### config.mk
export PLATFORM = sky130hd
export DESIGN_NAME = serial_frame_receiver_crc16
export DESIGN_NICKNAME = d
export VERILOG_FILES = /design/src/sv/sfr_pkg.sv /design/src/sv/sfr_fifo.sv /design/src/sv/sfr_front.sv /design/src/sv/sfr_back.sv /design/src/sv/serial_frame_receiver_crc16.sv
export VERILOG_INCLUDE_DIRS = /design/src /design/src/sv
export SDC_FILE = /design/constraint.sdc
export NUM_CORES = 1
export LEC_CHECK = 0
export BUFFER_PORTS_ARGS = -buffer_cell sky130_fd_sc_hd__buf_2
export CELL_PAD_IN_SITES_DETAIL_PLACEMENT = 1
export CELL_PAD_IN_SITES_GLOBAL_PLACEMENT = 2
export CORE_ASPECT_RATIO = 2
export CORE_MARGIN = 2
export CORE_UTILIZATION = 36
export DETAILED_ROUTE_END_ITERATION = 7
export HOLD_SLACK_MARGIN = 0.03
export PLACE_DENSITY_LB_ADDON = 0.2
export SETUP_SLACK_MARGIN = 0.05
export SLEW_MARGIN = 5
export SYNTH_ARGS = -nofsm -noshare
export SYNTH_HDL_FRONTEND = slang
export SYNTH_SLANG_ARGS = --single-unit
### constraint.sdc
create_clock -name clk_i -period 6.9 [get_ports clk_i]
set_input_delay 0.345 -clock clk_i [delete_from_list [all_inputs] [get_ports clk_i]]
set_output_delay 0.345 -clock clk_i [all_outputs]
set_load 0.05 [all_outputs]
### src/sv/serial_frame_receiver_crc16_macros.svh
// Assertion helpers shared by the receiver's RTL files.
`ifndef SERIAL_FRAME_RECEIVER_CRC16_MACROS_SVH
`define SERIAL_FRAME_RECEIVER_CRC16_MACROS_SVH

`ifndef SYNTHESIS
// Checked property, disabled while reset is asserted
`define SFR_ASSERT(label, clk, rst_n, prop) \
  label: assert property (@(posedge clk) disable iff (!rst_n) (prop)) \
    else $error("sfr assertion failed");
// Checked property, evaluated at every edge including reset
`define SFR_ASSERT_ALWAYS(label, clk, prop) \
  label: assert property (@(posedge clk) (prop)) \
    else $error("sfr assertion failed");
`else
`define SFR_ASSERT(label, clk, rst_n, prop)
`define SFR_ASSERT_ALWAYS(label, clk, prop)
`endif

`endif

### src/sv/sfr_pkg.sv
`default_nettype none

package sfr_pkg;

  // Queue depth between front and back
  localparam int unsigned FifoDepthDefault = 2;

  // Frame limits and timer range
  localparam logic [15:0] MaxPayload = 16'd1024;
  localparam logic [17:0] TimeMax    = 18'h3FFFF;

  // CRC-16/CCITT, no reflection, no final xor
  localparam logic [15:0] CrcInit = 16'hFFFF;
  localparam logic [15:0] CrcPoly = 16'h1021;

  // Register reset values
  localparam logic [7:0]  MagicReset     = 8'd0;
  localparam logic [7:0]  VersionReset   = 8'd0;
  localparam logic [10:0] MaxLenReset    = 11'd1024;
  localparam logic [7:0]  MsPerByteReset = 8'd10;

  // Header byte positions
  localparam logic [2:0] HdrPosMagic   = 3'd0;
  localparam logic [2:0] HdrPosVersion = 3'd1;
  localparam logic [2:0] HdrPosLenLo   = 3'd2;
  localparam logic [2:0] HdrPosLenHi   = 3'd3;
  localparam logic [2:0] HdrPosSeqLo   = 3'd4;
  localparam logic [2:0] HdrPosSeqHi   = 3'd5;
  localparam logic [2:0] HdrPosType    = 3'd6;
  localparam logic [2:0] HdrPosOpcode  = 3'd7;

  typedef enum logic [1:0] {
    CfgMagic     = 2'd0,
    CfgVersion   = 2'd1,
    CfgMaxLen    = 2'd2,
    CfgMsPerByte = 2'd3
  } sfr_cfg_idx_e;

  typedef enum logic {
    CmdByte = 1'b0,
    CmdTick = 1'b1
  } sfr_cmd_e;

  typedef enum logic [2:0] {
    KindPayload = 3'd0,
    KindGood    = 3'd1,
    KindReject  = 3'd2,
    KindTimeout = 3'd3,
    KindCrcBad  = 3'd4
  } sfr_kind_e;

  typedef struct packed {
    sfr_cmd_e   cmd;
    logic [7:0] rx_byte;
  } sfr_in_t;

  typedef struct packed {
    sfr_kind_e   kind;
    logic [7:0]  data_byte;
    logic [9:0]  byte_index;
    logic [7:0]  frame_type;
    logic [7:0]  frame_opcode;
    logic [15:0] frame_seq;
    logic [10:0] frame_len;
  } sfr_out_t;

  // Classified item handed from front to back
  typedef struct packed {
    sfr_cmd_e   cmd;
    logic       is_magic;
    logic [7:0] rx_byte;
  } sfr_item_t;

  typedef struct packed {
    logic [7:0]  magic_byte;
    logic [7:0]  protocol_version;
    logic [10:0] max_payload_len;
    logic [7:0]  ms_per_payload_byte;
  } sfr_cfg_t;

  // One byte of CRC-16/CCITT, MSB first
  function automatic logic [15:0] crc16_byte(input logic [15:0] crc, input logic [7:0] b);
    logic [15:0] c;
    c = crc ^ {b, 8'h00};
    for (int i = 0; i < 8; i++) begin
      c = c[15] ? ((c << 1) ^ CrcPoly) : (c << 1);
    end
    return c;
  endfunction

endpackage

`default_nettype wire

### src/sv/sfr_fifo.sv
`default_nettype none
`include "serial_frame_receiver_crc16_macros.svh"

module sfr_fifo import sfr_pkg::*; #(
  parameter int unsigned Depth = FifoDepthDefault
) (
  input  wire logic      clk_i,
  input  wire logic      rst_ni,
  input  wire logic      push_i,
  input  wire sfr_item_t item_i,
  output logic           full_o,
  input  wire logic      pop_i,
  output sfr_item_t      item_o,
  output logic           empty_o
);

  localparam int unsigned PtrW = (Depth > 1) ? $clog2(Depth) : 1;
  localparam int unsigned CntW = $clog2(Depth + 1);

  sfr_item_t           mem_q [Depth];
  logic [PtrW-1:0]     wr_ptr_q, wr_ptr_d;
  logic [PtrW-1:0]     rd_ptr_q, rd_ptr_d;
  logic [CntW-1:0]     count_q, count_d;
  logic                do_push, do_pop;

  assign full_o  = (count_q == CntW'(Depth));
  assign empty_o = (count_q == '0);
  assign item_o  = mem_q[rd_ptr_q];

  // Guard against overflow and underflow
  assign do_push = push_i && !full_o;
  assign do_pop  = pop_i && !empty_o;

  // Pointer and count update
  always_comb begin
    wr_ptr_d = wr_ptr_q;
    rd_ptr_d = rd_ptr_q;
    count_d  = count_q;
    if (do_push) begin
      wr_ptr_d = (wr_ptr_q == PtrW'(Depth - 1)) ? '0 : wr_ptr_q + 1'b1;
    end
    if (do_pop) begin
      rd_ptr_d = (rd_ptr_q == PtrW'(Depth - 1)) ? '0 : rd_ptr_q + 1'b1;
    end
    if (do_push && !do_pop) begin
      count_d = count_q + 1'b1;
    end else if (do_pop && !do_push) begin
      count_d = count_q - 1'b1;
    end
  end

  always_ff @(posedge clk_i or negedge rst_ni) begin
    if (!rst_ni) begin
      wr_ptr_q <= '0;
      rd_ptr_q <= '0;
      count_q  <= '0;
    end else begin
      wr_ptr_q <= wr_ptr_d;
      rd_ptr_q <= rd_ptr_d;
      count_q  <= count_d;
    end
  end

  // Storage, no reset
  always_ff @(posedge clk_i) begin
    if (do_push) begin
      mem_q[wr_ptr_q] <= item_i;
    end
  end

  `SFR_ASSERT(a_cnt_bound, clk_i, rst_ni, count_q <= CntW'(Depth))
  `SFR_ASSERT(a_cnt_inc, clk_i, rst_ni, (do_push && !do_pop) |=> count_q == $past(count_q) + 1'b1)
  `SFR_ASSERT(a_cnt_dec, clk_i, rst_ni, (do_pop && !do_push) |=> count_q == $past(count_q) - 1'b1)

endmodule

`default_nettype wire

### src/sv/sfr_front.sv
`default_nettype none

module sfr_front import sfr_pkg::*; (
  input  wire logic    clk_i,
  input  wire logic    rst_ni,
  input  wire logic    in_valid_i,
  output logic         in_stall_o,
  input  wire sfr_in_t in_data_i,
  input  wire logic [7:0] magic_byte_i,
  output logic         push_o,
  output sfr_item_t    item_o,
  input  wire logic    full_i
);

  logic      valid_q, valid_d;
  sfr_item_t item_q, item_d;
  logic      take;

  // Hold the item only while the queue is full
  assign in_stall_o = valid_q && full_i;
  assign take       = in_valid_i && !in_stall_o;
  assign push_o     = valid_q && !full_i;
  assign item_o     = item_q;

  // Classify the incoming item
  always_comb begin
    valid_d = valid_q;
    item_d  = item_q;
    if (take) begin
      valid_d          = 1'b1;
      item_d.cmd       = in_data_i.cmd;
      item_d.rx_byte   = in_data_i.rx_byte;
      item_d.is_magic  = (in_data_i.rx_byte == magic_byte_i);
    end else if (push_o) begin
      valid_d = 1'b0;
    end
  end

  always_ff @(posedge clk_i or negedge rst_ni) begin
    if (!rst_ni) begin
      valid_q <= 1'b0;
    end else begin
      valid_q <= valid_d;
    end
  end

  always_ff @(posedge clk_i) begin
    item_q <= item_d;
  end

endmodule

`default_nettype wire

### src/sv/sfr_back.sv
`default_nettype none
`include "serial_frame_receiver_crc16_macros.svh"

module sfr_back import sfr_pkg::*; (
  input  wire logic      clk_i,
  input  wire logic      rst_ni,
  input  wire sfr_cfg_t  cfg_i,
  input  wire logic      item_valid_i,
  input  wire sfr_item_t item_i,
  output logic           pop_o,
  output logic           out_valid_o,
  input  wire logic      out_stall_i,
  output sfr_out_t       out_data_o
);

  typedef enum logic [1:0] {
    PhMagic   = 2'd0,
    PhHeader  = 2'd1,
    PhPayload = 2'd2,
    PhCrc     = 2'd3
  } phase_e;

  phase_e           phase_q, phase_d;
  logic [2:0]       hcnt_q, hcnt_d;
  logic [7:0][7:0]  hdr_q, hdr_d;
  logic [10:0]      pcnt_q, pcnt_d;
  logic [15:0]      crc_q, crc_d;
  logic [7:0]       clow_q, clow_d;
  logic             ccnt_q, ccnt_d;
  logic [17:0]      elapsed_q, elapsed_d;
  logic [17:0]      deadline_q, deadline_d;
  logic             out_valid_q, out_valid_d;
  sfr_out_t         out_q, out_d;

  logic             out_ready;
  logic             res_valid;
  sfr_kind_e        res_kind;
  logic [7:0]       res_data;
  logic [9:0]       res_idx;
  logic [15:0]      len_new;
  logic [15:0]      len_cur;
  logic [18:0]      prod;
  logic [7:0]       b;

  assign out_ready = !out_valid_q || !out_stall_i;
  assign pop_o     = item_valid_i && out_ready;
  assign b         = item_i.rx_byte;
  assign len_cur   = {hdr_q[HdrPosLenHi], hdr_q[HdrPosLenLo]};
  assign len_new   = {hdr_d[HdrPosLenHi], hdr_d[HdrPosLenLo]};
  // Accepted lengths never exceed 11 bits
  assign prod      = 19'(len_new[10:0]) * 19'(cfg_i.ms_per_payload_byte);

  // Frame state machine, one item per cycle unless the output stalls
  always_comb begin
    phase_d    = phase_q;
    hcnt_d     = hcnt_q;
    hdr_d      = hdr_q;
    pcnt_d     = pcnt_q;
    crc_d      = crc_q;
    clow_d     = clow_q;
    ccnt_d     = ccnt_q;
    elapsed_d  = elapsed_q;
    deadline_d = deadline_q;
    res_valid  = 1'b0;
    res_kind   = KindPayload;
    res_data   = '0;
    res_idx    = '0;

    if (pop_o) begin
      if (item_i.cmd == CmdTick) begin
        // Saturating millisecond counter
        if (elapsed_q != TimeMax) begin
          elapsed_d = elapsed_q + 1'b1;
        end
      end else begin
        unique case (phase_q)
          PhMagic: begin
            if (item_i.is_magic) begin
              hdr_d[HdrPosMagic] = b;
              hcnt_d  = 3'd1;
              crc_d   = crc16_byte(CrcInit, b);
              phase_d = PhHeader;
            end
          end
          PhHeader: begin
            hdr_d[hcnt_q] = b;
            crc_d  = crc16_byte(crc_q, b);
            hcnt_d = hcnt_q + 1'b1;
            if (hcnt_q == HdrPosOpcode) begin
              if (hdr_d[HdrPosMagic] != cfg_i.magic_byte ||
                  hdr_d[HdrPosVersion] != cfg_i.protocol_version ||
                  len_new > {5'd0, cfg_i.max_payload_len} ||
                  len_new > MaxPayload) begin
                phase_d   = PhMagic;
                res_valid = 1'b1;
                res_kind  = KindReject;
              end else begin
                pcnt_d = '0;
                ccnt_d = 1'b0;
                clow_d = '0;
                if (len_new == '0) begin
                  phase_d = PhCrc;
                end else begin
                  deadline_d = (prod > {1'b0, TimeMax}) ? TimeMax : prod[17:0];
                  elapsed_d  = '0;
                  phase_d    = PhPayload;
                end
              end
            end
          end
          PhPayload: begin
            res_valid = 1'b1;
            res_idx   = pcnt_q[9:0];
            if (elapsed_q > deadline_q) begin
              // Late byte is dropped
              phase_d  = PhMagic;
              res_kind = KindTimeout;
            end else begin
              crc_d    = crc16_byte(crc_q, b);
              pcnt_d   = pcnt_q + 1'b1;
              res_kind = KindPayload;
              res_data = b;
              if ({5'd0, pcnt_d} >= len_cur) begin
                ccnt_d  = 1'b0;
                phase_d = PhCrc;
              end
            end
          end
          PhCrc: begin
            if (!ccnt_q) begin
              clow_d = b;
              ccnt_d = 1'b1;
            end else begin
              ccnt_d    = 1'b0;
              phase_d   = PhMagic;
              res_valid = 1'b1;
              res_kind  = ({b, clow_q} == crc_q) ? KindGood : KindCrcBad;
            end
          end
          default: begin
            phase_d = PhMagic;
          end
        endcase
      end
    end

    // Output register, header fields as of this item
    out_valid_d = out_ready ? (pop_o && res_valid) : out_valid_q;
    out_d       = out_q;
    if (pop_o && res_valid) begin
      out_d.kind         = res_kind;
      out_d.data_byte    = res_data;
      out_d.byte_index   = res_idx;
      out_d.frame_type   = hdr_d[HdrPosType];
      out_d.frame_opcode = hdr_d[HdrPosOpcode];
      out_d.frame_seq    = {hdr_d[HdrPosSeqHi], hdr_d[HdrPosSeqLo]};
      out_d.frame_len    = {hdr_d[HdrPosLenHi][2:0], hdr_d[HdrPosLenLo]};
    end
  end

  always_ff @(posedge clk_i or negedge rst_ni) begin
    if (!rst_ni) begin
      phase_q     <= PhMagic;
      hcnt_q      <= '0;
      hdr_q       <= '0;
      pcnt_q      <= '0;
      crc_q       <= CrcInit;
      clow_q      <= '0;
      ccnt_q      <= 1'b0;
      elapsed_q   <= '0;
      deadline_q  <= '0;
      out_valid_q <= 1'b0;
      out_q       <= '0;
    end else begin
      phase_q     <= phase_d;
      hcnt_q      <= hcnt_d;
      hdr_q       <= hdr_d;
      pcnt_q      <= pcnt_d;
      crc_q       <= crc_d;
      clow_q      <= clow_d;
      ccnt_q      <= ccnt_d;
      elapsed_q   <= elapsed_d;
      deadline_q  <= deadline_d;
      out_valid_q <= out_valid_d;
      out_q       <= out_d;
    end
  end

  assign out_valid_o = out_valid_q;
  assign out_data_o  = out_q;

  `SFR_ASSERT(a_idx_in_frame, clk_i, rst_ni, (out_valid_q && out_q.kind == KindPayload) |-> ({1'b0, out_q.byte_index} < out_q.frame_len))
  `SFR_ASSERT(a_crc_cnt_phase, clk_i, rst_ni, ccnt_q |-> (phase_q == PhCrc))
  `SFR_ASSERT(a_result_from_pop, clk_i, rst_ni, $rose(out_valid_q) |-> $past(pop_o))

endmodule

`default_nettype wire

### src/sv/serial_frame_receiver_crc16.sv
`default_nettype none
// Channel | Direction | Handshake         | Payload
// in      | input     | in_valid / stall  | sfr_in_t  (cmd, rx_byte)
// out     | output    | out_valid / stall | sfr_out_t (kind ... frame_len)
// cfg     | input     | valid / ready     | 2-bit index, 11-bit data
//
// Sustained rate is one item per clock while out_stall_i is low; the back end
// frame FSM updates the CRC for one byte per cycle. After its item transfer, a
// result passes the front register, the queue and the output register; the
// front register loads on the transfer edge itself. Reset is asynchronous and
// active low; no clearing pass is needed. A stalled output holds the back end,
// and the queue absorbs input until full, after which in_stall_o rises.

module serial_frame_receiver_crc16 import sfr_pkg::*; #(
  parameter int unsigned FifoDepth = FifoDepthDefault
) (
  input  wire logic        clk_i,
  input  wire logic        rst_ni,
  input  wire logic        in_valid_i,
  output logic             in_stall_o,
  input  wire sfr_in_t     in_data_i,
  output logic             out_valid_o,
  input  wire logic        out_stall_i,
  output sfr_out_t         out_data_o,
  input  wire logic        cfg_valid_i,
  output logic             cfg_ready_o,
  input  wire logic [1:0]  cfg_index_i,
  input  wire logic [10:0] cfg_data_i
);

  sfr_cfg_t  cfg_q;
  sfr_item_t push_item, pop_item;
  logic      push, pop, full, empty;

  // Configuration registers
  assign cfg_ready_o = 1'b1;

  always_ff @(posedge clk_i or negedge rst_ni) begin
    if (!rst_ni) begin
      cfg_q.magic_byte          <= MagicReset;
      cfg_q.protocol_version    <= VersionReset;
      cfg_q.max_payload_len     <= MaxLenReset;
      cfg_q.ms_per_payload_byte <= MsPerByteReset;
    end else if (cfg_valid_i && cfg_ready_o) begin
      unique case (sfr_cfg_idx_e'(cfg_index_i))
        CfgMagic:     cfg_q.magic_byte          <= cfg_data_i[7:0];
        CfgVersion:   cfg_q.protocol_version    <= cfg_data_i[7:0];
        CfgMaxLen:    cfg_q.max_payload_len     <= cfg_data_i;
        CfgMsPerByte: cfg_q.ms_per_payload_byte <= cfg_data_i[7:0];
        default: begin
        end
      endcase
    end
  end

  // Front: input register and classification
  sfr_front u_front (
    .clk_i,
    .rst_ni,
    .in_valid_i,
    .in_stall_o,
    .in_data_i,
    .magic_byte_i (cfg_q.magic_byte),
    .push_o       (push),
    .item_o       (push_item),
    .full_i       (full)
  );

  // Queue between front and back
  sfr_fifo #(
    .Depth (FifoDepth)
  ) u_fifo (
    .clk_i,
    .rst_ni,
    .push_i  (push),
    .item_i  (push_item),
    .full_o  (full),
    .pop_i   (pop),
    .item_o  (pop_item),
    .empty_o (empty)
  );

  // Back: frame state machine and output register
  sfr_back u_back (
    .clk_i,
    .rst_ni,
    .cfg_i        (cfg_q),
    .item_valid_i (!empty),
    .item_i       (pop_item),
    .pop_o        (pop),
    .out_valid_o,
    .out_stall_i,
    .out_data_o
  );

endmodule

`default_nettype wire
==> run metrics <==
status completed; CP Launch Type register; Seq cells post-synth 276; Final setup viols 0; flop2flop setup slack 410 ps; largest family of logic cells by synthesized area adder cells; hpwl dp 36.0 mm; Die X 154 µm; synth unique cells 70; unrepaired setup endpoints after global routing no; Syn Area/Cell 10.6 µm²; sequential fraction of the synthesis area 0.438; Yosys top cell area share 0.351; maxcap violations 0; worst min path class primary input to register; CTS sink cnt 276; Top-Level Pins 94; initial antenna violation count 1; floorplan core area 44300 µm²; clk slew on worst S/H paths 70 ps; ranking of synthesized cells by area dfrtp_1, ha_1, fa_1, edfxtp_1, xnor2_1; gr ovfl total 0; WL/cell 21.4 µm; Rel. slew slack 0.234; Synth Area in Simple Gates 0.132; multiplexer share of the synthesized area 0.0707; Hold Path Origin in_data_i[4]; Die ar. 46700 µm²; Critical Path Start u_back.phase_q[1]; # fillers 4940; final net count 1804; Antenna Cells 0; reg-to-reg critical path endpoint u_back.deadline_q[6]; vias in the first global route 13200; main flop type after synthesis dfrtp_1; area grow syn2layout 14.3%; height of the die 304 µm; hold depth 1; GR Util All Layers 0.209; Finished Layout Cells 2213; CTS max path bufs 3; GP Congestion 0.847; Iteration-0 DRC Markers 380; setup_tns 0 ps; Synth area leader dfrtp_1; post-route ant nets 0; drt pass-1 iters 4; initial core utilization 0.365; first-pass GRT wire length 76.1 mm; Max rail drop VDD 0.00102 V; fraction of registers with async set/reset 0.891; worst setup margin 411 ps; Fin Hold WS 64.0 ps; TritonCTS clock tree yes; Critical Path AT 6940 ps; DRC viols 0; via count 11700; utilization after layout 0.417; Synth Area in Compound Gates 0.106; Adder-Cell Fraction of Synth Area 0.135; hold path endpoint u_front.item_o[4]; Mapped Area 16200 µm²; std cell rows 109; Fmax 0.154 GHz; leakage power 8.73 nW; XOR/XNOR Fraction of Synth Area 0.0645; worst flop-to-flop path startpoint u_back.phase_q[1]; Crit Path Max Fanout 17; fin crit period 6490 ps; largest net degree at the start of global routing 162; Setup CP Type register to register; Final Hold Viols 0; PortBufs 92; Setup Slack @ Placement 243 ps; Cell Count Post-Placement 2146; final wirelength 47.4 mm; layout cells sized above 1 0.169; H-tree depth 1; R2R cell count 27; Slew Limit Fails 0; Critical Path Sink Type register; P per Cell Area 540 nW/µm²; fin crit share 0.940; Worst Path Required 7350 ps; clock skew 18.7 ps; CTS buffer count 29; Cells after Synth 1530; Clock Latency Late Sink 580 ps; Post-synth EDFFs 30; vias per cell 5.28; Ys Warns 0; clock tree root driver cell clkbuf_16; Mapped Nets 1699; worst-margin pin slew 1150 ps
routing by layer:
| metal | global-route usage | vias up | share of wire |
|---|---|---|---|
| li1 | - | 5419 | - |
| met1 | 0.214 | 6000 | 0.35 |
| met2 | 0.429 | 173 | 0.59 |
| met4 | 0.0745 | 2 | 0.036 |
| met3 | 0.0201 | 90 | 0.022 |
| met5 | 0 | - | 0.00027 |
sequential cells by signal, indices dropped and copies added (netlist names), 2 cells and up:
name,cells
u_back.crc_q,16
u_back.hdr_q,64
cfg_q,35
u_back.elapsed_q,18
u_fifo.count_q,2
u_front.item_o,10
u_back.deadline_q,18
u_back.pcnt_q,11
u_back.hcnt_q,3
u_back.out_data_o,64
u_back.phase_q,2
u_fifo.mem_q,20
u_back.clow_q,8
where the power goes:
| group | leakage [nW] | switching [mW] | internal [mW] | total (mW) |
|---|---|---|---|---|
| sequential | 3.46 | 0.385 | 2.12 | 2.51 |
| combinational | 4.80 | 3.54 | 2.35 | 5.89 |
| clock | 0.468 | 0.694 | 0.885 | 1.58 |
final cells by class:
| class | count | area (µm²) | area share |
|---|---|---|---|
| multi-input combinational | 1045 | 8290 | 0.449 |
| inverter | 137 | 514 | 0.0278 |
| sequential | 276 | 7080 | 0.383 |
| tap | 555 | 694 | 0.0376 |
| clock inverter | 17 | 151 | 0.00819 |
| timing repair buffer | 146 | 963 | 0.0521 |
| clock buffer | 37 | 787 | 0.0426 |
stage by stage:
stage / area, µm² / power [mW]
2_1_floorplan: 16200 / 6.57
3_3_place_gp: 17400 / 8.30
3_5_place_dp: 17400 / 8.46
4_1_cts: 18400 / 10.1
5_1_grt: 18500 / 10.9
6_report: 18500 / 9.98
logic make-up (layout without fill, tap and decap cells):
group	Yosys count	in the layout
AOI/OAI and AO/OA	260	260
xor gates and xnor gates	119	119
adders and majority gates	142	142
buffers and inverters	209	337
DFF	276	276
muxes	98	98
other	1	1
and+or+nand+nor	425	425
layout by cell type, fill, tap and decap left out, types with 6 or more instances in the layout:
| cell type | count |
|---|---|
| dlygate4sd3_1 | 12 |
| nand3_1 | 24 |
| a21oi_1 | 83 |
| dfstp_2 | 19 |
| dfrtp_1 | 227 |
| xnor2_1 | 77 |
| a22o_1 | 12 |
| clkbuf_1 | 6 |
| fa_1 | 54 |
| edfxtp_1 | 30 |
| a32o_1 | 10 |
| o22ai_1 | 8 |
| nor3_1 | 17 |
| o21ai_1 | 8 |
| inv_1 | 137 |
| nand2_1 | 107 |
| nor2b_1 | 15 |
| buf_2 | 91 |
| nand2b_1 | 15 |
| a211oi_1 | 6 |
| ha_1 | 87 |
| clkbuf_16 | 30 |
| mux2_1 | 28 |
| o2bb2ai_1 | 12 |
| o21ai_0 | 46 |
| mux2_2 | 58 |
| and2_1 | 71 |
| and4_1 | 7 |
| and3_1 | 9 |
| nor4_1 | 9 |
| nand4_1 | 17 |
| buf_4 | 36 |
| nor2_1 | 108 |
| o22a_1 | 18 |
| a21o_1 | 10 |
| xor2_1 | 42 |
| clkinv_2 | 8 |
repair_timing:
item,4_1_cts,5_1_grt
gates resized for setup,0,7
buffers inserted,0,1
hold buffers,12,0
setup endpoints to repair,0,17
endpoints found under the hold margin,91,0
worst max-delay path by stage:
stage and endpoint:
3_5_place_dp u_back.deadline_q[3], 5_1_grt u_back.deadline_q[13], 3_3_place_gp u_back.deadline_q[1], 4_1_cts u_back.deadline_q[10], 2_1_floorplan u_back.deadline_q[10], 6_report u_back.deadline_q[6]
synth_stat cells (19+ instances only):
| cell | number |
|---|---|
| ha_1 | 88 |
| xnor2_1 | 77 |
| mux2_2 | 58 |
| edfxtp_1 | 30 |
| nand3_1 | 24 |
| inv_1 | 137 |
| a21oi_1 | 85 |
| nor2_1 | 108 |
| nand2_1 | 107 |
| fa_1 | 54 |
| mux2_1 | 28 |
| o21ai_0 | 47 |
| dfrtp_1 | 227 |
| xor2_1 | 42 |
| clkbuf_1 | 51 |
| and2_1 | 71 |
| dfstp_2 | 19 |
critical path: stages (launching register included):
cell and delay, ps:
dfrtp_1 400, inv_1 120, ha_1 190, nand4bb_1 130
or3_1 360, buf_4 200, o21ai_1 240, buf_12 180
nand2_1 80, fa_1 490, fa_1 500, inv_1 60
fa_1 530, inv_1 60, fa_1 530, inv_1 40
ha_1 350, nand3_1 90, o211ai_1 120, o41ai_1 360
buf_4 210, o21ai_1 90, a21oi_2 180, o2bb2ai_1 160
xnor2_1 190, nand2_1 80, buf_4 210, o22a_1 190
No activity file was read; power rests on OpenSTA's default activity.
